<file path="config.mk">
export PLATFORM = sky130hd
export DESIGN_NAME = ps2s1_out_stage
export DESIGN_NICKNAME = d
export VERILOG_FILES = /design/src/rtl/ps2s1_pkg.sv /design/src/rtl/ps2s1_top_note.sv
export SDC_FILE = /design/constraint.sdc
export NUM_CORES = 1
export LEC_CHECK = 0
export ABC_AREA = 0
export BUFFER_PORTS_ARGS = -buffer_cell sky130_fd_sc_hd__clkbuf_2
export CORE_AREA = 2 2 44 46
export CTS_BUF_LIST = sky130_fd_sc_hd__clkbuf_4 sky130_fd_sc_hd__clkbuf_8 sky130_fd_sc_hd__clkbuf_16
export CTS_CLUSTER_SIZE = 40
export DETAILED_ROUTE_END_ITERATION = 8
export DIE_AREA = 0 0 46 48
export PLACE_DENSITY_LB_ADDON = 0.15
export SYNTH_ARGS = -nofsm -noshare
export SYNTH_HDL_FRONTEND = slang
export SYNTH_SLANG_ARGS = --single-unit
</file>
<file path="constraint.sdc">
create_clock -name i_clk -period 1 [get_ports i_clk]
set_input_delay 0.1 -clock i_clk [delete_from_list [all_inputs] [get_ports i_clk]]
set_output_delay 0.1 -clock i_clk [all_outputs]
set_load 0.01 [all_outputs]
</file>
<file path="src/rtl/ps2s1_pkg.sv">
`timescale 1ns / 1ps

package ps2s1_pkg;

    typedef logic [7:0] t_byte;
    typedef logic [6:0] t_key;

    typedef enum logic [1:0] {
        OP_FEED  = 2'd0,
        OP_POP   = 2'd1,
        OP_QUERY = 2'd2
    } t_op;

    localparam int unsigned NUM_KEYS  = 103;
    localparam t_key        KEY_PRINT = 7'd102;

    localparam t_byte SC_E0        = 8'hE0;
    localparam t_byte SC_E1        = 8'hE1;
    localparam t_byte SC_E0_HOLD_A = 8'hB7;
    localparam t_byte SC_E0_HOLD_B = 8'h2A;
    localparam t_byte SC_EXT_BREAK = 8'h90;
    localparam t_byte SC_PRT_MAKE  = 8'h37;
    localparam t_byte SC_PRT_BREAK = 8'hAA;
    localparam t_key  CODE_LIMIT   = 7'd89;

    localparam logic [2:0] SEQ_EXT_LEN   = 3'd2;
    localparam logic [2:0] SEQ_PRT_LEN   = 3'd4;
    localparam logic [2:0] SEQ_PAUSE_LEN = 3'd6;

    typedef struct packed {
        logic have;
        t_key key;
        logic pressed;
    } t_dec;

    // E0-prefixed code to key index; unmapped codes give key 0
    function automatic t_key ext_index(input t_key code);
        t_key k;
        case (code)
            7'h4B:   k = 7'd90;
            7'h48:   k = 7'd91;
            7'h4D:   k = 7'd92;
            7'h50:   k = 7'd93;
            7'h38:   k = 7'd88;
            7'h1D:   k = 7'd89;
            7'h47:   k = 7'd94;
            7'h49:   k = 7'd95;
            7'h4F:   k = 7'd96;
            7'h51:   k = 7'd97;
            7'h52:   k = 7'd98;
            7'h53:   k = 7'd99;
            7'h1C:   k = 7'd100;
            7'h35:   k = 7'd101;
            default: k = 7'd0;
        endcase
        return k;
    endfunction

endpackage

</file>
<file path="src/rtl/ps2s1_top_note.sv">
`timescale 1ns / 1ps

// Output register stage: turns the lookup-stage item and memory read data
// into the result item and holds it while the receiver stalls.
module ps2s1_out_stage (
    input  logic                i_clk,
    input  logic                i_rst_n,
    input  logic                i_load,
    input  logic [1:0]          i_op,
    input  ps2s1_pkg::t_dec     i_dec,
    input  logic                i_dropped,
    input  logic                i_pop_ok,
    input  ps2s1_pkg::t_byte    i_ring_data,
    input  logic                i_key_pressed,
    input  logic                i_take,
    output logic                o_valid,
    output logic                o_event_valid,
    output ps2s1_pkg::t_key     o_event_key,
    output logic                o_key_pressed,
    output logic                o_event_dropped
);

    logic             r_valid;
    logic             r_event_valid, n_event_valid;
    ps2s1_pkg::t_key  r_event_key, n_event_key;
    logic             r_key_pressed, n_key_pressed;
    logic             r_event_dropped, n_event_dropped;

    always_comb begin
        n_event_valid   = 1'b0;
        n_event_key     = '0;
        n_key_pressed   = 1'b0;
        n_event_dropped = 1'b0;
        case (i_op)
            ps2s1_pkg::OP_FEED: begin
                n_event_valid   = i_dec.have;
                n_event_key     = i_dec.key;
                n_key_pressed   = i_dec.pressed;
                n_event_dropped = i_dec.have & i_dropped;
            end
            ps2s1_pkg::OP_POP: begin
                if (i_pop_ok) begin
                    n_event_valid = 1'b1;
                    n_event_key   = i_ring_data[6:0];
                    n_key_pressed = i_ring_data[7];
                end
            end
            ps2s1_pkg::OP_QUERY: begin
                n_event_valid = 1'b1;
                n_event_key   = i_dec.key;
                n_key_pressed = i_key_pressed;
            end
            default: begin
                n_event_valid = 1'b0;
            end
        endcase
    end

    always_ff @(posedge i_clk) begin
        if (!i_rst_n) begin
            r_valid <= 1'b0;
        end else if (i_load) begin
            r_valid <= 1'b1;
        end else if (i_take) begin
            r_valid <= 1'b0;
        end
    end

    always_ff @(posedge i_clk) begin
        if (i_load) begin
            r_event_valid   <= n_event_valid;
            r_event_key     <= n_event_key;
            r_key_pressed   <= n_key_pressed;
            r_event_dropped <= n_event_dropped;
        end
    end

    assign o_valid         = r_valid;
    assign o_event_valid   = r_event_valid;
    assign o_event_key     = r_event_key;
    assign o_key_pressed   = r_key_pressed;
    assign o_event_dropped = r_event_dropped;

endmodule

</file>
==> flow_summary.ini <==
[placement]
placed_cell_area_um2 = 759
dp_hpwl_um = 917
post-place-cells = 98
io_buffers = 36
dp_worst_setup_slack_ps = 162
gp_congestion = 0.672

[final_layout]
layout_common_cells = clkbuf_2, edfxtp_1, inv_1, nand2_1, o22ai_2
drive_above_1_share_pct = 62.4
diodes = 0
final_area_um2 = 790
fin_cells = 102
area_growth_pct = 36.0
final_common_cell = clkbuf_2
layout.nets = 112

[drt]
num_vias = 469
first_pass_iters = 3
wl_um = 1130
drt-met1-wl_um = 446
ant_nets = 0
avgRoutedWirePerCell_um = 11.1
vias_per_cell = 4.60
first_iter_violations = 1
wl_met2_um = 563
drc = 0
dr_wl_met3_um = 122
highest_layer = met3

[die]
core_um2 = 1690
start_util_pct = 34.4
io_pins = 37
dieArea_um2 = 2210
fp.dieW_um = 46
die_y_um = 48
rows = 15

[timing]
finClkSkew_ps = 0
fin_ws_ps = 127
hold_violations = 0
max_freq_mhz = 1150
finalCritPeriodShare_pct = 87.3
drv_slew = 0
fin_crit_ps = 873
fin_tns_setup_ps = 0
rsz0062_at_grt = false
tightest_slew_ps = 275
slew_headroom_pct = 81.7
setup_viol = 0

[synth]
syn_inst = 46
synth_cell_types = 17
syn_area_per_cell_um2 = 12.6
synth_top_area_share_pct = 51.7
ys_ff_latch = 11
synthesis.nets = 72
synth_top_cell_by_area = edfxtp_1
yosysWarnings = 0
synth_area_um2 = 581
synth.area.top_cells = edfxtp_1, o22ai_2, buf_8
synth-seq-area-share_pct = 55.2

[setup_path]
worst_path_dominant_cell_family = flip-flops
arrival_ps = 770
path_class = flop to primary output
required_ps = 900
cp_max_fo = 1
cp_cell_sequence = clkbuf_2
path_buf_inv = 1
endpoint_kind = primary output
r2r_slack_ps = 320
max_stage_delay_ps = 380
cp_slowest_cell = edfxtp_1
crit_path_start_kind = flop

[run_status]
run_status = finished clean

[power_and_ir_drop]
p_per_area_nw_per_um2 = 1360
ir_drop_uv = 664
p_leak_nw = 0.382

[grt]
grt_pass1_wl_um = 1730
overflow = 0
grt_pass1_vias = 434
track_usage_pct = 11.7
grt_max_degree = 12
antenna_found_initial = 0

[clocking]
numCtsBuffers = 3
cts_resized = 0
clkSinkCount = 11
ctsRootBufferMaster = clkbuf_4
h-tree-depth = 1
clk-insertion-delay-late_ps = 260
ctsHoldBuffers = 0
cts_buffer_depth = 2
cts_tree = built
post_cts.repair.setup_buffers = 0
clk_pin_slew_ps = 70

[run]
cap_violations = 0

[min_path]
min_path_type = input pin to flop
-- metrics by stage --
stage	utilization [%]	total power, mW	hold slack (ps)
2_1_floorplan	-	0.677	212
3_3_place_gp	45.0	0.768	309
3_5_place_dp	45.0	0.772	311
4_1_cts	46.7	1.10	31.8
5_1_grt	46.7	1.14	36.7
6_report	46.7	1.08	40.2
-- final timing paths --
path | start | cells past startpoint | to
worst max-delay path | o_event_key[6] | 1 | o_event_key[6]
worst min register to register | o_valid | 2 | o_valid
worst max register to register | o_valid | 2 | o_valid
worst min-delay path | i_rst_n | 2 | o_valid
-- cell type report --
cell class / instances / area (um^2)
clock buffers: 4 / 30.0
fillers: 173 / 900
inverters: 7 / 26.3
multi-input cells: 25 / 196
flip-flops and latches: 11 / 320
well taps: 17 / 21.3
repair buffers: 38 / 195
-- cell families after synthesis --
kind of cell	after synthesis	synth area share (%)
compound gates	11	19.8
buf+inv	10	11.0
flops	11	55.2
simple gates	14	14.0
-- layer usage --
metal	track usage [%]	vias up
met5	0	-
met4	6.86	0
met3	4.91	0
met2	19.7	24
met1	12.2	206
li1	-	239
-- registers in the layout, summed over array words and instances, names as in the netlist --
| name | count |
|---|---|
| o_event_dropped | 1 |
| o_event_key | 7 |
| o_event_valid | 1 |
| o_key_pressed | 1 |
| o_valid | 1 |
-- Yosys cell counts --
| master | n |
|---|---|
| nand2_1 | 7 |
| inv_1 | 7 |
| o22ai_2 | 7 |
| o21ai_1 | 1 |
| buf_4 | 1 |
| edfxtp_1 | 10 |
| buf_8 | 2 |
| o21a_1 | 1 |
| nand2_2 | 1 |
| nor3_1 | 1 |
| a21oi_2 | 1 |
| dfxtp_1 | 1 |
| nand2b_4 | 1 |
| nor3_2 | 1 |
| nor2b_1 | 2 |
| a31oi_1 | 1 |
| nand3b_1 | 1 |
-- worst reg2reg max path: stages, from the launching register on --
cell and delay (ps):
dfxtp_1 300, nor2b_1 120, o21a_1 150
-- power breakdown --
group | leakage, nW | switching, mW | internal [mW] | total [mW]
combinational | 0.259 | 0.101 | 0.101 | 0.202
sequential | 0.105 | 0.0105 | 0.545 | 0.556
clock | 0.0184 | 0.136 | 0.181 | 0.318
(Power assumes the default switching activity.)
