===== config.mk =====
export PLATFORM = sky130hd
export DESIGN_NAME = ps2s1_dec
export DESIGN_NICKNAME = d
export VERILOG_FILES = /design/src/rtl/ps2s1_pkg.sv /design/src/rtl/ps2s1_dec.sv
export SDC_FILE = /design/constraint.sdc
export NUM_CORES = 1
export LEC_CHECK = 0
export BUFFER_PORTS_ARGS = -buffer_cell sky130_fd_sc_hd__buf_2
export CAP_MARGIN = 20
export CORE_MARGIN = 2
export CORE_UTILIZATION = 40
export DETAILED_ROUTE_END_ITERATION = 16
export PLACE_DENSITY = 0.62
export SETUP_SLACK_MARGIN = 0.1
export SLEW_MARGIN = 15
export SYNTH_ARGS = -nofsm -noshare
export SYNTH_HDL_FRONTEND = slang
export SYNTH_SLANG_ARGS = --single-unit

===== constraint.sdc =====
create_clock -name i_clk -period 4.81 [get_ports i_clk]
set_clock_uncertainty 0.05 [all_clocks]
set_input_delay 0.481 -clock i_clk [delete_from_list [all_inputs] [get_ports i_clk]]
set_output_delay 0.481 -clock i_clk [all_outputs]
set_load 0.02 [all_outputs]

===== src/rtl/ps2s1_pkg.sv =====
`timescale 1ns / 1ps

package ps2s1_pkg;

    typedef logic [7:0] t_byte;
    typedef logic [6:0] t_key;

    typedef enum logic [1:0] {
        OP_FEED  = 2'd0,
        OP_POP   = 2'd1,
        OP_QUERY = 2'd2
    } t_op;

    localparam int unsigned NUM_KEYS  = 103;
    localparam t_key        KEY_PRINT = 7'd102;

    localparam t_byte SC_E0        = 8'hE0;
    localparam t_byte SC_E1        = 8'hE1;
    localparam t_byte SC_E0_HOLD_A = 8'hB7;
    localparam t_byte SC_E0_HOLD_B = 8'h2A;
    localparam t_byte SC_EXT_BREAK = 8'h90;
    localparam t_byte SC_PRT_MAKE  = 8'h37;
    localparam t_byte SC_PRT_BREAK = 8'hAA;
    localparam t_key  CODE_LIMIT   = 7'd89;

    localparam logic [2:0] SEQ_EXT_LEN   = 3'd2;
    localparam logic [2:0] SEQ_PRT_LEN   = 3'd4;
    localparam logic [2:0] SEQ_PAUSE_LEN = 3'd6;

    typedef struct packed {
        logic have;
        t_key key;
        logic pressed;
    } t_dec;

    // E0-prefixed code to key index; unmapped codes give key 0
    function automatic t_key ext_index(input t_key code);
        t_key k;
        case (code)
            7'h4B:   k = 7'd90;
            7'h48:   k = 7'd91;
            7'h4D:   k = 7'd92;
            7'h50:   k = 7'd93;
            7'h38:   k = 7'd88;
            7'h1D:   k = 7'd89;
            7'h47:   k = 7'd94;
            7'h49:   k = 7'd95;
            7'h4F:   k = 7'd96;
            7'h51:   k = 7'd97;
            7'h52:   k = 7'd98;
            7'h53:   k = 7'd99;
            7'h1C:   k = 7'd100;
            7'h35:   k = 7'd101;
            default: k = 7'd0;
        endcase
        return k;
    endfunction

endpackage


===== src/rtl/ps2s1_dec.sv =====
`timescale 1ns / 1ps

module ps2s1_dec (
    input  logic                i_clk,
    input  logic                i_rst_n,
    input  logic                i_feed,
    input  ps2s1_pkg::t_byte    i_scan_byte,
    output ps2s1_pkg::t_dec     o_dec
);

    logic [2:0] r_seq_count, n_seq_count;
    logic       r_seq_e0, n_seq_e0;
    logic [2:0] seq_inc;
    ps2s1_pkg::t_byte b;

    assign b       = i_scan_byte;
    assign seq_inc = r_seq_count + 3'd1;

    always_comb begin
        n_seq_count = r_seq_count;
        n_seq_e0    = r_seq_e0;
        o_dec       = '0;
        if (r_seq_count != 3'd0) begin
            n_seq_count = seq_inc;
            if (seq_inc == ps2s1_pkg::SEQ_EXT_LEN && r_seq_e0) begin
                // fake-shift bytes keep the sequence open
                if (b != ps2s1_pkg::SC_E0_HOLD_A && b != ps2s1_pkg::SC_E0_HOLD_B) begin
                    o_dec.have    = 1'b1;
                    o_dec.key     = ps2s1_pkg::ext_index(b[6:0]);
                    o_dec.pressed = (b < ps2s1_pkg::SC_EXT_BREAK);
                    n_seq_count   = 3'd0;
                end
            end else if (seq_inc == ps2s1_pkg::SEQ_PRT_LEN) begin
                if (b == ps2s1_pkg::SC_PRT_MAKE || b == ps2s1_pkg::SC_PRT_BREAK) begin
                    o_dec.have    = 1'b1;
                    o_dec.key     = ps2s1_pkg::KEY_PRINT;
                    o_dec.pressed = (b == ps2s1_pkg::SC_PRT_MAKE);
                    n_seq_count   = 3'd0;
                end
            end else if (seq_inc >= ps2s1_pkg::SEQ_PAUSE_LEN) begin
                // swallow the pause sequence
                n_seq_count = 3'd0;
            end
        end else if (b == ps2s1_pkg::SC_E0 || b == ps2s1_pkg::SC_E1) begin
            n_seq_e0    = (b == ps2s1_pkg::SC_E0);
            n_seq_count = 3'd1;
        end else if (b[6:0] != 7'd0 && b[6:0] < ps2s1_pkg::CODE_LIMIT) begin
            o_dec.have    = 1'b1;
            o_dec.key     = b[6:0] - 7'd1;
            o_dec.pressed = ~b[7];
        end
    end

    always_ff @(posedge i_clk) begin
        if (!i_rst_n) begin
            r_seq_count <= 3'd0;
            r_seq_e0    <= 1'b0;
        end else if (i_feed) begin
            r_seq_count <= n_seq_count;
            r_seq_e0    <= n_seq_e0;
        end
    end

endmodule


==> run metrics, run 1 <==
TritonRoute pass-1 iters=4; asr flop ratio synth=0%; Pleak=0.439 nW; post-detailed-route DRC marker count=0; Synth top cells by count=nand2_1, ha_1, o21ai_0; largest net degree at the start of global routing=21; Root Buffer=clkbuf_4; placer congestion estimate=0.859; Initial Utilization=42.4%; row cnt=18; Die Y=55.3 um; Met2 Wirelength=1410 um; total gr overflow=0; Seq/Total Area, Yosys=7.62%; max layer used=met4; Synth top area share=11.9%; htree depth=1; Final period util=63.5%; Pwr Total=149 uW; worst skew pair latency=240 ps; Sequential Power Share=22.6%; Area Overhead vs Synth=10.5%; Mapped Cells=149; Sink Count=4; Synth area leaders=ha_1, dfxtp_1, nand2_1; Hold/Removal Path Class=in -> reg; Switch Pwr=61.2 uW; Worst Path Max Fanout=7; combinational power share=47.8%; vias in the first global route=1121; post-route ant nets=0; Post-CTS Repair Setup Buffers=0; M1 WL=1410 um; Yosys warnings=0; Core Region=2480 um^2; outcome=finished, final reports clean; Worst EP arrival=2520 ps; Post-synth EDFFs=0; count leader, synth=nand2_1; first-pass GRT wire length=4950 um; Storage cell area=80.1 um^2; delay-heaviest family, CP=simple AND/OR/NAND/NOR gates; Slew Limit Fails=0; Final setup viols=0; max frequency=0.327 GHz; Peak supply drop=0.106 mV; worst hold path startpoint=i_feed; crit-path cells=buf_2, inv_1, ha_1, nor4bb_1, a21o_1, o21ai_0, mux2i_1, o32ai_1, buf_2; CP bufs+invs=3; Worst Setup End Kind=output port; slowest stage cell, crit path=nor4bb_1; Avg Cell Area, Syn=7.05 um^2; FF-to-FF setup slack=2630 ps; die area=3050 um^2; CP Launch Type=input pin; clock share of power=29.6%; Crit Path Class=in -> out; area of the multi-input gates=900 um^2; layout cells sized above 1=19.1%; Primary FF master, synth=dfxtp_1; min cycle time layout=3060 ps; Inserted Clock Buffers=3; DR WL met3=135 um; CP max stage delay=480 ps; CTS Buffer Depth=2; Ant. Diodes=0; most frequent cell on the critical path=buf_2; Post-CTS Resized=0; CP startpoint=i_scan_byte[0]; Worst EP required=4280 ps; CTS tree=yes; Final Hold Fails=0; area of the mapped netlist=1050 um^2; Buffers on Ports=19; post-synth top area cell=ha_1; hpwl dp=2280 um; WHS=424 ps; Net Sw Frac=41.2%; Die X=55.3 um; Routed WL=3010 um; DRT iter0 DRCs=73; TNS Setup=0 ps; Netlist cell types=49; Mapped Nets=170; worst reg2reg startpoint=r_seq_count[0]$_SDFFE_PN0P_; routed len/inst=15.7 um; #FFs+latches synth=4; Layout fillers=249; antenna violations before repair=0; Max Cap Violations=0; detailed-route via count=1206; # IOs=20; unrepaired setup endpoints after global routing=false; Post-CTS Hold Buffers=0; vias per std cell=6.28; Pwr Density=128 nW/um^2; Slew Limit Headroom=37.6%; internal power=87.4 uW; GRT Overall Usage=19.5%; Nets=185; Clock transition at path regs=40 ps; Slew @ Worst Pin=922 ps
==> layout by cell type, fill, tap and decap left out, drive strengths merged, types with 3 or more instances in the layout <==
cell type	netlist	routed
buf	4	19
nand2	14	14
o21ai	10	10
ha	10	10
nor2	9	9
inv	7	7
nand3	7	7
a21oi	6	6
nor2b	5	5
nand2b	5	5
o32ai	5	5
and2	4	4
xnor2	4	4
dfxtp	4	4
a21boi	4	4
or3	4	4
a31oi	3	3
a211oi	3	3
clkbuf	5	3
==> routing by layer <==
layer / global-route usage, % / up-vias
li1: - / 582
met1: 26.7 / 568
met2: 31.5 / 47
met3: 1.17 / 9
met4: 8.36 / 0
met5: 0 / -
==> metrics by stage <==
step | instances | util (%) | worst slack [ps] | area (um^2)
2_1_floorplan | 149 | - | 2060 | 1050
3_3_place_gp | 189 | 46.0 | 1820 | 1140
3_5_place_dp | 189 | 46.0 | 1810 | 1140
4_1_cts | 192 | 46.9 | 1800 | 1160
5_1_grt | 192 | 46.9 | 1500 | 1160
6_report | 192 | 46.9 | 1750 | 1160
==> worst register-to-register path: stages, from the launching register on <==
cell,delay (ps)
dfxtp_1,330
ha_1,210
ha_1,310
nand3_1,200
nand2_1,170
o22ai_1,100
mux2i_1,500
a31o_2,250
==> final timing paths <==
kind	end	cells past startpoint
hold / removal	r_seq_count[2]$_SDFFE_PN0P_	2
hold reg to reg	r_seq_e0$_SDFFE_PN0P_	2
setup / recovery	o_dec[6]	9
setup reg to reg	r_seq_count[1]$_SDFFE_PN0P_	7
==> power groups by stage <==
stage | registers (mW) | clock network, mW | logic, mW
6_report | 0.0336 | 0.0440 | 0.0710
5_1_grt | 0.0336 | 0.0490 | 0.0775
4_1_cts | 0.0336 | 0.0444 | 0.0701
3_5_place_dp | 0.0342 | 0 | 0.0698
3_3_place_gp | 0.0342 | 0 | 0.0688
2_1_floorplan | 0.0341 | 0 | 0.0488
==> kinds of logic after synthesis <==
family,count (synthesis),synth area share (%)
XOR/XNOR,5,4.17
AO/OA/AOI/OAI,46,30.5
buffers and inverters,16,6.79
multiplexers,2,2.02
adder cells (fa/ha/maj),10,11.9
AND/OR/NAND/NOR,66,37.0
flip-flops,4,7.62
==> state kept, by name, indices dropped and copies added, names as in the netlist <==
signal and cells:
r_seq_count 3, r_seq_e0 1
==> final cells by class <==
cell class                      instances  share of cell area (%)
Clock buffer                            3                    1.94
Inverter                                7                    2.26
Multi-Input combinational cell        129                    77.5
Sequential cell                         4                    6.90
Tap cell                               30                    3.23
Timing Repair Buffer                   19                    8.19
(Power assumes the default switching activity.)
==> run 2: changes to the inputs <==
- PLACE_DENSITY: 0.62 -> 0.64
- clock period: 4.81 -> 2.7 ns (I/O delays scaled with it)
==> run metrics, run 2 (synthesis gave the netlist of run 1 again) <==
Pwr Total=264 uW (+78%); TritonRoute pass-1 iters=4 (unchanged); GR Util met2=27.6% (-3.9 points); Clock transition at path regs=30 ps (about the same); max frequency=0.394 GHz; CTS tree=yes; Sink Count=4 (unchanged); die area=3050 um^2 (unchanged); max reg flops=3 (unchanged); Peak supply drop=0.207 mV (+94%); Die X=55.3 um (unchanged); post-route ant nets=0 (unchanged); Area Overhead vs Synth=20.1%; min cycle time layout=2540 ps; Final period util=94.1%; unrepaired setup endpoints after global routing=true; post-detailed-route DRC marker count=0 (unchanged); setup ws final=160 ps (-1590 ps); first-pass GRT wire length=4930 um (-0.57%); Pleak=0.463 nW (+5.3%); Regs by FF count=r_seq_count (3), r_seq_e0 (1); row cnt=18 (unchanged); Die Y=55.3 um (unchanged); placed inst area=1150 um^2 (+1.3%); busiest grt layer=met1; CP Launch Type=input pin; largest net degree at the start of global routing=21 (unchanged); layout cells sized above 1=26.5% (+7.4 points); Nets=189 (+2.2%); routed len/inst=15.6 um (-0.48%); antenna violations before repair=0 (unchanged); Buffers on Ports=19 (unchanged); Final setup viols=0 (unchanged); Final Cell Area=1260 um^2 (+8.7%); Initial Utilization=42.4% (unchanged); vias in the first global route=1096 (-2.2%); Worst EP arrival=2220 ps (-300 ps); GRT Overall Usage=19.4% (-0.12 points); worst reg2reg startpoint=r_seq_count[0]$_SDFFE_PN0P_; fin cells=196 (+2.1%); global routing usage on met3=3.04% (+1.9 points); Hold/Removal Path Class=in -> reg; Top reg by flops=r_seq_count; Ant. Diodes=0 (unchanged); htree depth=1 (unchanged); vias per std cell=6.37 (+1.4%); CP startpoint=i_scan_byte[0]; most common cell after layout, fill and taps aside=buf_2; # IOs=20 (unchanged); Pwr Density=209 nW/um^2 (+64%); hpwl dp=2270 um (-0.56%); pre-CTS WS=109 ps (-1700 ps); detailed-route via count=1248 (+3.5%); Slew Limit Fails=0 (unchanged); Worst EP required=2380 ps (-1900 ps); most frequent cells in the layout=buf_2, nand2_1, o21ai_0, nor2_1; outcome=finished, final reports clean; Post-CTS Hold Buffers=0 (unchanged); total gr overflow=0 (unchanged); Worst Setup End Kind=output port; placer congestion estimate=0.901 (+4.8%); FF-to-FF setup slack=850 ps (-1780 ps); Max Cap Violations=0 (unchanged); worst hold path startpoint=i_feed; met1 Track Usage GR=30.2% (+3.5 points); Final Hold Fails=0 (unchanged); Layout fillers=250 (+0.40%); Crit Path Class=in -> out; worst skew pair latency=230 ps (about the same); DRT iter0 DRCs=52 (-29%); CTS Buffer Depth=2 (unchanged); Worst Path Max Fanout=8 (+1); Inserted Clock Buffers=3 (unchanged); Slew @ Worst Pin=615 ps (-307 ps); Core Region=2480 um^2 (unchanged); Routed WL=3050 um (+1.6%); dpl cells=191 (+1.1%); Root Buffer=clkbuf_4; TNS Setup=0 ps (unchanged); Slew Limit Headroom=58.9% (+21 points)
==> run 2: cell count changes in the layout (fill, tap and decap cells not counted), moves of 2 or more <==
cell and delta:
ha_1 -3, buf_4 +5, ha_4 +2, dfxtp_1 -2, dfxtp_2 +2
==> run 2: report_power, final <==
part           switching (mW)  leakage [nW]  internal, mW
clock network          0.0210        0.0138        0.0495
registers            0.000374        0.0332        0.0598
logic                  0.0832         0.416        0.0503
==> run 2: path summary, 6_finish.rpt <==
| check | to | cells past startpoint |
|---|---|---|
| max reg2reg | r_seq_count[1]$_SDFFE_PN0P_ | 7 |
| max | o_dec[4] | 9 |
| min | r_seq_count[2]$_SDFFE_PN0P_ | 2 |
| min reg2reg | r_seq_e0$_SDFFE_PN0P_ | 2 |
==> run 2: worst max-delay path: stages <==
cell      delay, ps
buf_2           140
inv_1           110
ha_2            280
or3b_2          480
a21oi_1         210
a211oi_1        140
or2_2           300
o21ai_0          80
buf_2           190
==> run 2: cell type report <==
type | instances | area (um^2) | area share [%]
Sequential cell | 4 | 82.6 | 6.54
Inverter | 7 | 26.3 | 2.08
Tap cell | 30 | 37.5 | 2.97
Timing Repair Buffer | 23 | 128 | 10.1
Clock buffer | 3 | 22.5 | 1.78
Multi-Input combinational cell | 129 | 966 | 76.5
==> run 2: stage by stage <==
| step | util, % | hold slack, ps |
|---|---|---|
| after floorplan | - | 308 |
| after global placement | 46.6 | 423 |
| after detailed placement | 46.6 | 442 |
| after CTS | 48.1 | 218 |
| after global routing | 51.0 | 234 |
| final | 51.0 | 241 |
==> run 2: per-layer routing <==
layer	share of wire, %	up-vias
met5	0	-
met4	0.98	0
met3	6.5	4
met2	44	54
met1	48	595
li1	-	595
==> run 2: repair_timing <==
item / 4_1_cts / 5_1_grt
resized for setup: 3 / 11
pin swaps: 1 / 6
gates cloned: 0 / 0
buffers inserted: 1 / 1
setup endpoints to repair: 2 / 9
==> run 3: changes to the inputs <==
- RECOVER_POWER: not set -> 50
==> run metrics, run 3 (synthesis gave the netlist of run 1 again) <==
combinational power share=50.4% (-0.2 points); Peak supply drop=0.207 mV (about the same); Worst EP required=2380 ps (about the same); Routed WL=3040 um (-0.52%); WHS=240 ps (-0.372 ps); vias per std cell=6.42 (+0.88%); TritonRoute pass-1 iters=4 (unchanged); detailed-route via count=1259 (+0.88%); Storage cell area=82.6 um^2 (unchanged); Buffers on Ports=19 (unchanged); most frequent cells in the layout=buf_2, nand2_1, o21ai_0, nor2_1; Final Hold Fails=0 (unchanged); htree depth=1 (unchanged); row cnt=18 (unchanged); post-detailed-route DRC marker count=0 (unchanged); Layout fillers=251 (+0.40%); CP Launch Type=flop; Hold/Removal Path Class=in -> reg; total gr overflow=0 (unchanged); unrepaired setup endpoints after global routing=true; # IOs=20 (unchanged); first-pass GRT wire length=4930 um (unchanged); Sink Count=4 (unchanged); Worst Path Max Fanout=5 (-3); clock share of power=26.8% (about the same); FF-to-FF setup slack=850 ps (about the same); max layer used=met4; Worst Setup End Kind=output port; Nets=189 (unchanged); Clock transition at path regs=30 ps (about the same); DRT iter0 DRCs=51 (-1.9%); Net Sw Frac=39.5% (-0.067 points); Regs by FF count=r_seq_count (3), r_seq_e0 (1); Area Overhead vs Synth=19.6%; hpwl dp=2270 um (unchanged); Final setup viols=0 (unchanged); outcome=finished, final reports clean; Inserted Clock Buffers=3 (unchanged); Slew Limit Headroom=57.3% (-1.6 points); placer congestion estimate=0.901 (unchanged); DR WL met3=170 um (-14%); Util after Layout=50.8% (-0.20 points); antenna violations before repair=0 (unchanged); max frequency=0.394 GHz (+0.18%); worst skew pair latency=230 ps (about the same); Slew Limit Fails=0 (unchanged); most common cell after layout, fill and taps aside=buf_2; Die Y=55.3 um (unchanged); Crit Path Class=reg -> out; vias in the first global route=1096 (unchanged); GRT Overall Usage=19.4% (unchanged); max reg flops=3 (unchanged); Switch Pwr=104 uW (-0.37%); area of the multi-input gates=961 um^2 (-0.52%); Met2 Wirelength=1340 um (-0.52%); Worst EP arrival=2220 ps (about the same); Pwr Total=264 uW (-0.20%); Ant. Diodes=0 (unchanged); Die X=55.3 um (unchanged); Final period util=93.9% (-0.17 points); TNS Setup=0 ps (unchanged); internal power=159 uW (about the same); Max Cap Violations=0 (unchanged); largest net degree at the start of global routing=21 (unchanged); min cycle time layout=2540 ps (-4.61 ps); CTS Buffer Depth=2 (unchanged); Initial Utilization=42.4% (unchanged); die area=3050 um^2 (unchanged); Core Region=2480 um^2 (unchanged); CTS tree=yes; Slew @ Worst Pin=639 ps (+24.1 ps); layout cells sized above 1=25.3% (-1.2 points); post-route ant nets=0 (unchanged); Root Buffer=clkbuf_4; M1 WL=1490 um (+1.2%); Sequential Power Share=22.8% (about the same); Pwr Density=210 nW/um^2 (+0.19%); routed len/inst=15.5 um (-0.52%); Pleak=0.464 nW (+0.23%); Top reg by flops=r_seq_count
run 3: changes by cell type in the layout (fill, tap and decap cells not counted):
| cell | change |
|---|---|
| and4bb_1 | +1 |
| and4bb_2 | -1 |
| or3_1 | +1 |
| or3_4 | -1 |
run 3: area by class of cell:
class	instances	share of cell area, %
clock buffers	3	1.79
inverters	7	2.09
multi-input cells	129	76.4
flip-flops and latches	4	6.57
well taps	30	2.99
repair buffers	23	10.1
run 3: worst max-delay path, stage by stage, from the launching register on:
cell and delay (ps):
dfxtp_2 340, ha_4 170, ha_4 280, nand3_4 80, nor2_2 120, o211ai_1 110, or4_1 530, a32oi_1 180
buf_4 170
run 3: path summary, 6_finish.rpt:
kind	startpoint	to	depth (start not counted)
worst max-delay path	r_seq_count[0]$_SDFFE_PN0P_	o_dec[0]	8
worst min-delay path	i_feed	r_seq_count[2]$_SDFFE_PN0P_	2
worst min register to register	r_seq_e0$_SDFFE_PN0P_	r_seq_e0$_SDFFE_PN0P_	2
worst max register to register	r_seq_count[0]$_SDFFE_PN0P_	r_seq_count[1]$_SDFFE_PN0P_	7
run 3: timing repair:
action                                  CTS  global route
hold buffers                              0             0
pin swaps                                 1             6
endpoints found under the setup margin    2             9
endpoints found under the hold margin     0             0
buffers inserted                          1             1
resized for setup                         3            11
run 3: power by group through the flow:
stage | registers [mW] | clock network [mW] | logic (mW)
after global routing | 0.0600 | 0.0824 | 0.144
final | 0.0601 | 0.0706 | 0.133
after global placement | 0.0608 | 0 | 0.125
after CTS | 0.0600 | 0.0742 | 0.127
after floorplan | 0.0608 | 0 | 0.0869
after detailed placement | 0.0608 | 0 | 0.126
run 3: stage by stage:
stage	std cells	setup WS, ps	cell area, um^2
3_3_place_gp	191	162	1150
3_5_place_dp	191	109	1150
2_1_floorplan	149	375	1050
5_1_grt	196	51.5	1260
6_report	196	164	1260
4_1_cts	195	129	1190
run 3: per-layer routing:
| layer | track usage [%] | vias up |
|---|---|---|
| met5 | 0 | - |
| met4 | 4.18 | 0 |
| met3 | 3.04 | 4 |
| met2 | 27.6 | 58 |
| met1 | 30.2 | 602 |
| li1 | - | 595 |
