File: src/rtl/ps2s1_pkg.sv
`timescale 1ns / 1ps

package ps2s1_pkg;

    typedef logic [7:0] t_byte;
    typedef logic [6:0] t_key;

    typedef enum logic [1:0] {
        OP_FEED  = 2'd0,
        OP_POP   = 2'd1,
        OP_QUERY = 2'd2
    } t_op;

    localparam int unsigned NUM_KEYS  = 103;
    localparam t_key        KEY_PRINT = 7'd102;

    localparam t_byte SC_E0        = 8'hE0;
    localparam t_byte SC_E1        = 8'hE1;
    localparam t_byte SC_E0_HOLD_A = 8'hB7;
    localparam t_byte SC_E0_HOLD_B = 8'h2A;
    localparam t_byte SC_EXT_BREAK = 8'h90;
    localparam t_byte SC_PRT_MAKE  = 8'h37;
    localparam t_byte SC_PRT_BREAK = 8'hAA;
    localparam t_key  CODE_LIMIT   = 7'd89;

    localparam logic [2:0] SEQ_EXT_LEN   = 3'd2;
    localparam logic [2:0] SEQ_PRT_LEN   = 3'd4;
    localparam logic [2:0] SEQ_PAUSE_LEN = 3'd6;

    typedef struct packed {
        logic have;
        t_key key;
        logic pressed;
    } t_dec;

    // E0-prefixed code to key index; unmapped codes give key 0
    function automatic t_key ext_index(input t_key code);
        t_key k;
        case (code)
            7'h4B:   k = 7'd90;
            7'h48:   k = 7'd91;
            7'h4D:   k = 7'd92;
            7'h50:   k = 7'd93;
            7'h38:   k = 7'd88;
            7'h1D:   k = 7'd89;
            7'h47:   k = 7'd94;
            7'h49:   k = 7'd95;
            7'h4F:   k = 7'd96;
            7'h51:   k = 7'd97;
            7'h52:   k = 7'd98;
            7'h53:   k = 7'd99;
            7'h1C:   k = 7'd100;
            7'h35:   k = 7'd101;
            default: k = 7'd0;
        endcase
        return k;
    endfunction

endpackage

File: src/rtl/ps2s1_keys.sv
`timescale 1ns / 1ps

module ps2s1_keys (
    input  logic              i_clk,
    input  logic              i_rst_n,
    input  logic              i_wr_en,
    input  ps2s1_pkg::t_key   i_wr_key,
    input  logic              i_wr_pressed,
    input  logic              i_rd_en,
    input  ps2s1_pkg::t_key   i_rd_key,
    output logic              o_rd_pressed
);

    logic                              mem [ps2s1_pkg::NUM_KEYS];
    logic [ps2s1_pkg::NUM_KEYS-1:0]    r_valid;
    logic                              r_rd_mem;
    logic                              r_rd_hit;
    logic                              wr_in_range;
    logic                              rd_in_range;

    assign wr_in_range = (32'(i_wr_key) < ps2s1_pkg::NUM_KEYS);
    assign rd_in_range = (32'(i_rd_key) < ps2s1_pkg::NUM_KEYS);

    always_ff @(posedge i_clk) begin
        if (i_wr_en && wr_in_range) begin
            mem[i_wr_key] <= i_wr_pressed;
        end
        if (i_rd_en) begin
            r_rd_mem <= rd_in_range ? mem[i_rd_key] : 1'b0;
        end
    end

    // an entry never written reads as released
    always_ff @(posedge i_clk) begin
        if (!i_rst_n) begin
            r_valid  <= '0;
            r_rd_hit <= 1'b0;
        end else begin
            if (i_wr_en && wr_in_range) begin
                r_valid[i_wr_key] <= 1'b1;
            end
            if (i_rd_en) begin
                r_rd_hit <= rd_in_range && r_valid[i_rd_key];
            end
        end
    end

    assign o_rd_pressed = r_rd_hit & r_rd_mem;

endmodule

File: config.mk
export PLATFORM = sky130hd
export DESIGN_NAME = ps2s1_keys
export DESIGN_NICKNAME = d
export VERILOG_FILES = /design/src/rtl/ps2s1_pkg.sv /design/src/rtl/ps2s1_keys.sv
export SDC_FILE = /design/constraint.sdc
export NUM_CORES = 1
export LEC_CHECK = 0
export ABC_AREA = 1
export BUFFER_PORTS_ARGS = -buffer_cell sky130_fd_sc_hd__buf_2
export CAP_MARGIN = 20
export CORE_MARGIN = 1.5
export CORE_UTILIZATION = 25
export DETAILED_ROUTE_END_ITERATION = 16
export MAX_ROUTING_LAYER = met4
export PLACE_DENSITY = 0.4
export SYNTH_ARGS = -nofsm -noshare
export SYNTH_HDL_FRONTEND = slang
export SYNTH_SLANG_ARGS = --single-unit
File: constraint.sdc
create_clock -name i_clk -period 1.6 [get_ports i_clk]
set_clock_uncertainty 0.05 [all_clocks]
set_input_delay 0.08 -clock i_clk [delete_from_list [all_inputs] [get_ports i_clk]]
set_output_delay 0.08 -clock i_clk [all_outputs]
set_load 0.02 [all_outputs]
==> run_results.csv, run 1 <==
group,metric,value,unit
floorplanning,floorplan.die.height,192,um
floorplanning,floorplan.core_area,0.0354,sq mm
clocking,cts-htree-levels,1,
synthesis,yosysWarningCount,0,
worst_setup_path,reg2reg_from,"mem[6]",
timing,grt_setup_unrepaired,"yes",
clocking,cts_tree,"yes",
clocking,tritoncts_num_sinks,208,
detailed_routing,drt_iter0_drc,461,
synthesis,ys.flop_type,"sky130_fd_sc_hd__edfxtp_1",
worst_setup_path,r2r.worst_path.cells,9,
detailed_routing,vias_per_cell,4.53,
power,p_leak,4.11,nW
floorplanning,design.portCount,20,
worst_setup_path,crit_path_max_fanout,1,
power,power_per_cell_area,1120,mW/mm^2
timing,time_the_worst_path_needs_with_i_o_delays_and_setup,1620,ps
layout,drive_above_1_share,0.142,
synthesis,synth_top_cells_by_count,"365 x sky130_fd_sc_hd__nor2_1, 166 x sky130_fd_sc_hd__nand2_1, 109 x sky130_fd_sc_hd__nand3_1",
timing,tightest_slew,529,ps
placement,dp_slack,-129,ps
worst_setup_path,crit_required,1830,ps
clocking,setup_fix_buffers_added_after_clock_tree_synthesis,0,
grt,globalRouteOverflowTotal,0,
layout,nNetsFinal,1167,
synthesis,leading_cell_type_by_number_of_instances_after_synthesis,"sky130_fd_sc_hd__nor2_1",
timing,fmax,618,MHz
timing,setup_violations,1,
layout,layout.area.seq,0.00520,sq mm
worst_setup_path,critical_path_source,"mem[6]",
synthesis,sequential_area_share_after_synthesis,0.581,
timing,timing_hold_violations_final,0,
grt,grt_first_pass_wirelength,44400,um
hold_path,hp-start,"i_rst_n",
hold_path,hold_end,"r_valid[7]",
worst_setup_path,critPathArrivalTime,1850,ps
hold_path,hold_path_class,"in2reg",
synthesis,synth_top_area_cell,"sky130_fd_sc_hd__edfxtp_1",
synthesis,synth_cell_types,27,
detailed_routing,postRouteWirelength,29000,um
layout,multi_input_area,0.00324,sq mm
timing,slew_violations,0,
status,status,"finished with violations",
status,violated_checks,"setup timing",
detailed_routing,vias,7373,
placement,dp_hpwl,18700,um
detailed_routing,drtAntennaViolNets,0,
placement,dpl.cell_count,1579,
synthesis,synthDominantCellAreaShare,0.348,
synthesis,syn_inst,1073,
flow_run,maxCapViolations,0,
floorplanning,placementRows,69,
worst_setup_path,crit_type,"reg2reg",
detailed_routing,wl_per_cell,17.9,um
synthesis,synth_async_sr_flop_share,0,
synthesis,postSynthRegisterBits,208,
worst_setup_path,timing.critical_path.from_type,"flip-flop",
timing,period_share,1.01,
timing,max_slew_margin,0.648,
clocking,cts-root-to-sink-buffers,3,
layout,fill_cell_total_of_the_finished_layout,3782,
synthesis,syn_area,0.00896,sq mm
layout,instances_no_fill,1626,
timing,tns,-18.0,ps
clocking,tritoncts.num_buffers,25,
clocking,clkSlewWorstSetupHoldPaths,60,ps
grt,via_count_of_the_first_global_routing_pass,7233,
hold_path,hold-path-cell-count,4,
placement,port_buffers,19,
placement,placed_area,0.0102,sq mm
worst_setup_path,r2r-end,"r_rd_mem",
detailed_routing,route.detailed.drc,0,
floorplanning,initial_utilization,0.253,
power,fin_total_pwr,0.0124,W
timing,post-route-worst-setup-slack,-18.0,ps
detailed_routing,drtPass1Iterations,5,
placement,place_congestion,0.779,
clocking,clockRootBuffer,"sky130_fd_sc_hd__clkbuf_16",
clocking,clk_latency,520,ps
layout,flow.area_growth_from_synthesis,23.9,%
layout,antenna_cells,0,
worst_setup_path,timing.reg2reg.setup_slack,-20,ps
synthesis,synth_edf_count,104,
grt,grt_use_total,0.165,
synthesis,synth_nets,1092,
synthesis,synth_area_per_cell,8.35,sq um
grt,grt_max_degree,104,
floorplanning,die_width,192,um
layout,design_area,0.0111,sq mm
worst_setup_path,worstSetupEndpointType,"flip-flop",
floorplanning,fp.dieArea,0.0370,sq mm
synthesis,post_synth_main_area_contributors,"sky130_fd_sc_hd__edfxtp_1 35%, sky130_fd_sc_hd__dfxtp_1 23%, sky130_fd_sc_hd__nor2_1 15%",
power,ir_worst_vdd,639,uV
grt,grt_antenna_before_repair,0,
flip-flops by register name, summed over array words and instances (netlist names):
register / cells
r_valid: 103
r_rd_mem: 1
mem: 103
r_rd_hit: 1
metrics by stage:
| step | hold slack [ps] | utilization |
|---|---|---|
| final | 30.8 | 0.314 |
| after detailed placement | 312 | 0.288 |
| after CTS | 24.8 | 0.313 |
| after floorplan | 129 | - |
| after global routing | 47.0 | 0.314 |
| after global placement | 314 | 0.288 |
placed cells by master (no fill, tap or decap), drive strengths merged, types with 6 or more instances in the layout:
cell type,n
nor2,369
nand2,167
nand3,110
buf,108
edfxtp,104
dfxtp,104
inv,52
o21ai,42
clkbuf,37
a21oi,20
nor3,11
o211ai,9
o221ai,6
nand4,6
worst max-delay path by stage:
stage,end,slack (ps),depth (start not counted)
after floorplan,r_rd_mem,170,11
after global placement,r_rd_mem,-160,11
after detailed placement,r_rd_mem,-130,11
after CTS,r_rd_mem,10,11
after global routing,r_rd_mem,-100,9
final,r_rd_mem,-20,9
cell families (layout without fill, tap and decap cells):
group / Yosys count / in the layout / share of synthesized area
AOI/OAI and AO/OA: 86 / 86 / 0.0550
buffers and inverters: 116 / 208 / 0.0617
DFF: 208 / 208 / 0.581
and+or+nand+nor: 663 / 663 / 0.303
final cells by class:
type / instances / area share
sequential: 208 / 0.469
multi-input combinational: 749 / 0.291
timing repair buffer: 111 / 0.0942
clock buffer: 37 / 0.0676
tap: 461 / 0.0519
inverter: 53 / 0.0183
clock inverter: 7 / 0.00789
power breakdown:
group	internal (W)	leakage (nW)	total [W]	switching (W)
Combinational	0.000355	1.93	0.000997	0.000642
Clock	0.00354	0.406	0.00577	0.00224
Sequential	0.00561	1.77	0.00562	0.0000100
Total	0.00951	4.11	0.0124	0.00289
layer usage:
layer / vias to the layer above / part of all wire / GRT usage
met5: - / 0 / -
met4: 0 / 0.023 / 0.0456
met3: 44 / 0.043 / 0.0207
met2: 134 / 0.44 / 0.251
met1: 3540 / 0.49 / 0.230
li1: 3655 / - / -
worst max-delay path, stage by stage (launching register included):
cell	delay [ps]
sky130_fd_sc_hd__edfxtp_1	380
sky130_fd_sc_hd__o21ai_2	140
sky130_fd_sc_hd__nor2_1	60
sky130_fd_sc_hd__o31ai_1	260
sky130_fd_sc_hd__buf_4	180
sky130_fd_sc_hd__nand3_4	70
sky130_fd_sc_hd__nand3_2	100
sky130_fd_sc_hd__nand3_2	50
sky130_fd_sc_hd__nand2_1	60
sky130_fd_sc_hd__inv_1	30
repair_timing:
| item | in CTS | in global routing |
|---|---|---|
| hold endpoints to repair | 2 | 0 |
| resized for setup | 1 | 6 |
| setup endpoints to repair | 1 | 1 |
| hold buffers | 3 | 0 |
| pin swaps | 1 | 5 |
Power figures use the tool's default switching activity.
==> run 2, diff against run 1 <==
Settings changed: CORE_UTILIZATION 25 to 30, PLACE_DENSITY 0.4 to 0.45.
==> run_results.csv, run 2 (synthesis results as in run 1) <==
group,metric,value,unit
status,status,"complete, no violations",
floorplanning,floorplan.core_area,0.0296,sq mm
power,ir_worst_vdd,751,uV
grt,grt_antenna_before_repair,0,
worst_setup_path,worstSetupEndpointType,"flip-flop",
timing,grt_setup_unrepaired,"no",
timing,post-route-worst-setup-slack,68.8,ps
worst_setup_path,crit_path_max_fanout,1,
layout,registers_with_the_most_flip_flops,"mem x103, r_valid x103",
timing,whs,25.8,ps
clocking,clkSlewWorstSetupHoldPaths,60,ps
placement,port_buffers,19,
clocking,cts-root-to-sink-buffers,3,
worst_setup_path,r2r-end,"r_rd_mem",
timing,slew_violations,0,
detailed_routing,vias,7375,
floorplanning,placementRows,63,
clocking,cts-htree-levels,1,
grt,grt_max_degree,104,
hold_path,hold_path_class,"in2reg",
detailed_routing,drtAntennaViolNets,0,
floorplanning,floorplan.die.height,176,um
detailed_routing,drt_iter0_drc,541,
worst_setup_path,critical_path.slowest_cell,"sky130_fd_sc_hd__edfxtp_1",
timing,time_the_worst_path_needs_with_i_o_delays_and_setup,1530,ps
timing,fmax,653,MHz
layout,drive_above_1_share,0.146,
timing,period_share,0.957,
layout,layout.cells.most_common,"sky130_fd_sc_hd__nor2_1",
worst_setup_path,timing.critical_path.from_type,"flip-flop",
detailed_routing,vias_per_cell,4.73,
placement,place_congestion,0.784,
layout,highest_count_cells_in_the_layout_ignoring_fill_and_taps,"365 x sky130_fd_sc_hd__nor2_1, 166 x sky130_fd_sc_hd__nand2_1, 104 x sky130_fd_sc_hd__edfxtp_1, 104 x sky130_fd_sc_hd__dfxtp_1, 103 x sky130_fd_sc_hd__nand3_1",
clocking,clockRootBuffer,"sky130_fd_sc_hd__clkbuf_16",
placement,dpl.cell_count,1508,
detailed_routing,postRouteWirelength,27500,um
floorplanning,design.portCount,20,
grt,grt.met2_usage,0.297,
layout,instances_no_fill,1559,
timing,setup_violations,0,
clocking,setup_fix_buffers_added_after_clock_tree_synthesis,0,
grt,via_count_of_the_first_global_routing_pass,7250,
detailed_routing,wl_per_cell,17.6,um
worst_setup_path,crit_type,"reg2reg",
detailed_routing,drtPass1Iterations,5,
grt,grt_use_total,0.188,
floorplanning,die_width,176,um
grt,globalRouteOverflowTotal,0,
timing,tns,0,ps
clocking,clk_latency,530,ps
worst_setup_path,critical_path_sink,"r_rd_mem",
grt,grt_first_pass_wirelength,43000,um
worst_setup_path,reg2reg_from,"mem[6]",
worst_setup_path,critical_path_source,"mem[6]",
worst_setup_path,crit_required,1850,ps
worst_setup_path,critPathMostFrequentCell,"sky130_fd_sc_hd__nand3_2",
layout,flow.area_growth_from_synthesis,23.8,%
worst_setup_path,crit_chain,"o21ai_1 -> nor2_1 -> o31ai_1 -> nand3_1 -> nand3_2 -> nand3_2 -> nand2_1 -> inv_1",
clocking,tritoncts.num_buffers,26,
grt,busiest_layer,"met2",
placement,dp_hpwl,17600,um
layout,nNetsFinal,1168,
worst_setup_path,critPathArrivalTime,1780,ps
timing,max_slew_margin,0.672,
power,p_leak,4.15,nW
floorplanning,fp.dieArea,0.0309,sq mm
layout,antenna_cells,0,
worst_setup_path,crit_path_max_cell_delay,360,ps
layout,fin_util,0.375,
timing,timing_hold_violations_final,0,
worst_setup_path,r2r.worst_path.cells,8,
grt,grtUsageMet1,0.258,
power,power_per_cell_area,1150,mW/mm^2
clocking,tritoncts_num_sinks,208,
placement,dp_slack,-102,ps
floorplanning,initial_utilization,0.303,
clocking,cts_tree,"yes",
detailed_routing,route.detailed.drc,0,
worst_setup_path,timing.reg2reg.setup_slack,70,ps
grt,grt.met3_usage,0.0242,
timing,tightest_slew,492,ps
flow_run,maxCapViolations,0,
## run 2: cell count changes in the layout (fill, tap and decap cells not counted), moves of 2 or more
cell | before | now
sky130_fd_sc_hd__clkinv_2 | 2 | 4
sky130_fd_sc_hd__clkbuf_8 | 8 | 5
sky130_fd_sc_hd__o21ai_0 | 36 | 34
sky130_fd_sc_hd__o21ai_1 | 5 | 8
sky130_fd_sc_hd__clkbuf_16 | 25 | 27
sky130_fd_sc_hd__nand3_2 | 3 | 7
sky130_fd_sc_hd__nand3_1 | 106 | 103
sky130_fd_sc_hd__clkbuf_1 | 4 | 7
## run 2: how the worst min path moves through the flow
| stage | cells past startpoint | start | to |
|---|---|---|---|
| finish | 4 | i_rst_n | r_valid[37] |
| global route | 4 | i_rst_n | r_valid[37] |
| CTS | 6 | i_rd_key[6] | r_rd_hit |
| detailed placement | 1 | i_rd_en | r_rd_mem |
| global placement | 1 | i_rd_en | r_rd_mem |
| floorplan | 0 | i_wr_pressed | mem[0] |
## run 2: power by group
part	leakage (nW)	total (W)	switching (W)	internal [W]
combinational	1.94	0.000995	0.000634	0.000361
clock	0.433	0.00612	0.00232	0.00379
sequential	1.77	0.00562	0.0000100	0.00561
total	4.15	0.0127	0.00297	0.00977
## run 2: critical path: cells and delay by family (launching register included)
family                 cells  cell delay (ps)
flip-flops                 1              360
buffers and inverters      1               30
AO/OA/AOI/OAI              2              420
AND/OR/NAND/NOR            5              430
## run 2: area by class of cell
class / instances / area, sq um
Sequential cell: 208 / 5200
Clock buffer: 39 / 771
Inverter: 53 / 203
Multi-Input combinational cell: 749 / 3250
Clock inverter: 9 / 124
Timing Repair Buffer: 111 / 1060
Fill cell: 3093 / 18500
Tap cell: 390 / 488
## run 2: routing by layer
| layer | up-vias | share of wire |
|---|---|---|
| li1 | 3664 | - |
| met1 | 3530 | 0.49 |
| met2 | 148 | 0.45 |
| met3 | 33 | 0.043 |
| met4 | 0 | 0.015 |
| met5 | - | 0 |
## run 2: timing repair
action                                  4_1_cts  5_1_grt
endpoints found under the setup margin        0        1
resized for setup                             0       12
hold buffers                                  3        0
endpoints found under the hold margin         2        0
## run 2: through the flow
stage	cell area, sq um	total power (W)
floorplan	8960	0.00622
global placement	10100	0.00672
detailed placement	10100	0.00672
CTS	11100	0.0128
global route	11100	0.0132
finish	11100	0.0127
==> run 3, diff against run 2 <==
Settings changed: CORE_UTILIZATION 30 to 35, PLACE_DENSITY 0.45 to 0.51.
==> run_results.csv, run 3 (synthesis results as in run 1) <==
group,metric,value,unit
status,status,"complete, no violations",
grt,grt_max_degree,60,
timing,timing_hold_violations_final,0,
floorplanning,die_width,163,um
placement,dp_hpwl,17200,um
layout,highest_count_cells_in_the_layout_ignoring_fill_and_taps,"364 x sky130_fd_sc_hd__nor2_1, 166 x sky130_fd_sc_hd__nand2_1, 108 x sky130_fd_sc_hd__nand3_1",
detailed_routing,drt_iter0_drc,557,
detailed_routing,drtAntennaViolNets,0,
layout,nNetsFinal,1176,
floorplanning,fp.dieArea,0.0266,sq mm
worst_setup_path,critical_path_source,"mem[6]",
worst_setup_path,crit_required,1820,ps
detailed_routing,vias,7445,
layout,fill_cell_total_of_the_finished_layout,2530,
hold_path,hold-path-cell-count,5,
power,power_per_cell_area,1100,mW/mm^2
worst_setup_path,r2r.worst_path.cells,8,
floorplanning,initial_utilization,0.356,
layout,drive_above_1_share,0.140,
worst_setup_path,crit_path_max_fanout,1,
worst_setup_path,crit_type,"reg2reg",
grt,grt_use_total,0.208,
clocking,cts-htree-levels,1,
floorplanning,placementRows,58,
worst_setup_path,reg2reg_from,"mem[6]",
hold_path,hold_path_class,"in2reg",
detailed_routing,wl_per_cell,17.4,um
placement,place_congestion,0.832,
layout,layout.area.seq,0.00520,sq mm
worst_setup_path,critPathArrivalTime,1750,ps
timing,slew_violations,0,
layout,registers_with_the_most_flip_flops,"mem x103, r_valid x103",
clocking,tritoncts_num_sinks,208,
worst_setup_path,r2r-end,"r_rd_mem",
layout,fin_util,0.433,
worst_setup_path,worstSetupEndpointType,"flip-flop",
timing,fmax,653,MHz
worst_setup_path,timing.reg2reg.setup_slack,70,ps
layout,multi_input_area,0.00321,sq mm
timing,period_share,0.956,
detailed_routing,vias_per_cell,4.95,
power,fin_total_pwr,0.0120,W
clocking,setup_fix_buffers_added_after_clock_tree_synthesis,0,
layout,antenna_cells,0,
timing,post-route-worst-setup-slack,69.7,ps
timing,max_slew_margin,0.753,
hold_path,hp-start,"i_rd_key[5]",
floorplanning,design.portCount,20,
detailed_routing,postRouteWirelength,26100,um
grt,grt_antenna_before_repair,0,
timing,grt_setup_unrepaired,"yes",
timing,tightest_slew,369,ps
timing,whs,50.9,ps
clocking,cts-root-to-sink-buffers,3,
grt,globalRouteOverflowTotal,0,
grt,grt_first_pass_wirelength,41200,um
clocking,clkSlewWorstSetupHoldPaths,60,ps
detailed_routing,drtPass1Iterations,5,
power,ir_worst_vdd,661,uV
layout,layout.cells.most_common,"sky130_fd_sc_hd__nor2_1",
placement,dp_slack,-57.6,ps
layout,flow.area_growth_from_synthesis,21.6,%
placement,port_buffers,19,
worst_setup_path,timing.critical_path.from_type,"flip-flop",
detailed_routing,route.detailed.drc,0,
timing,time_the_worst_path_needs_with_i_o_delays_and_setup,1530,ps
clocking,cts_tree,"yes",
power,p_leak,4.11,nW
floorplanning,floorplan.die.height,163,um
worst_setup_path,critical_path_sink,"r_rd_mem",
clocking,clk_latency,520,ps
flow_run,maxCapViolations,0,
clocking,clockRootBuffer,"sky130_fd_sc_hd__clkbuf_16",
timing,setup_violations,0,
floorplanning,floorplan.core_area,0.0252,sq mm
clocking,tritoncts.num_buffers,24,
grt,via_count_of_the_first_global_routing_pass,7305,
## run 3: cell types whose count changed in the layout (fill, tap and decap cells not counted), moves of 3 or more
cell / before / now
sky130_fd_sc_hd__nand3_2: 7 / 2
sky130_fd_sc_hd__buf_12: 21 / 18
sky130_fd_sc_hd__nand3_1: 103 / 108
sky130_fd_sc_hd__clkbuf_1: 7 / 11
sky130_fd_sc_hd__buf_4: 69 / 80
## run 3: worst min-delay path by stage
stage,to,slack (ps)
detailed placement,r_rd_mem,270
CTS,r_rd_mem,50
global route,r_rd_mem,50
finish,r_rd_mem,50
floorplan,mem[0],130
global placement,r_rd_mem,280
## run 3: power by group
group	leakage (nW)	total [W]	switching [W]	internal (W)
logic	1.96	0.000984	0.000623	0.000361
registers	1.77	0.00562	0.00000924	0.00561
clock network	0.374	0.00538	0.00215	0.00322
## run 3: what timing repair did
| action | 4_1_cts | 5_1_grt |
|---|---|---|
| endpoints found under the setup margin | 0 | 1 |
| resized for setup | 0 | 5 |
| hold buffers | 5 | 0 |
| endpoints found under the hold margin | 20 | 0 |
## run 3: worst max-delay path, cell delays in order (launching register included)
cell	delay (ps)
sky130_fd_sc_hd__edfxtp_1	370
sky130_fd_sc_hd__o21ai_1	130
sky130_fd_sc_hd__nor2_1	50
sky130_fd_sc_hd__o31ai_1	240
sky130_fd_sc_hd__nand3_1	180
sky130_fd_sc_hd__nand3_1	100
sky130_fd_sc_hd__nand3_1	70
sky130_fd_sc_hd__nand2_1	60
sky130_fd_sc_hd__inv_1	40
## run 3: layout make-up
class	count	share of cell area
Clock buffer	40	0.0662
Clock inverter	4	0.00436
Inverter	53	0.0186
Multi-Input combinational cell	749	0.295
Sequential cell	208	0.477
Tap cell	330	0.0379
Timing Repair Buffer	121	0.101
## run 3: routing by layer
metal  GRT usage  up-vias  share of wire
li1            -     3679              -
met1       0.278     3534           0.47
met2       0.333      175           0.46
met3      0.0262       57          0.045
met4      0.0575        0          0.024
met5           -        -              0
## run 3: metrics by stage
step	area [sq um]	instances	TNS, ps
3_3_place_gp	10100	1456	-145
4_1_cts	10900	1505	0
2_1_floorplan	8960	1073	0
5_1_grt	10900	1505	-33.5
6_report	10900	1505	0
3_5_place_dp	10100	1456	-104
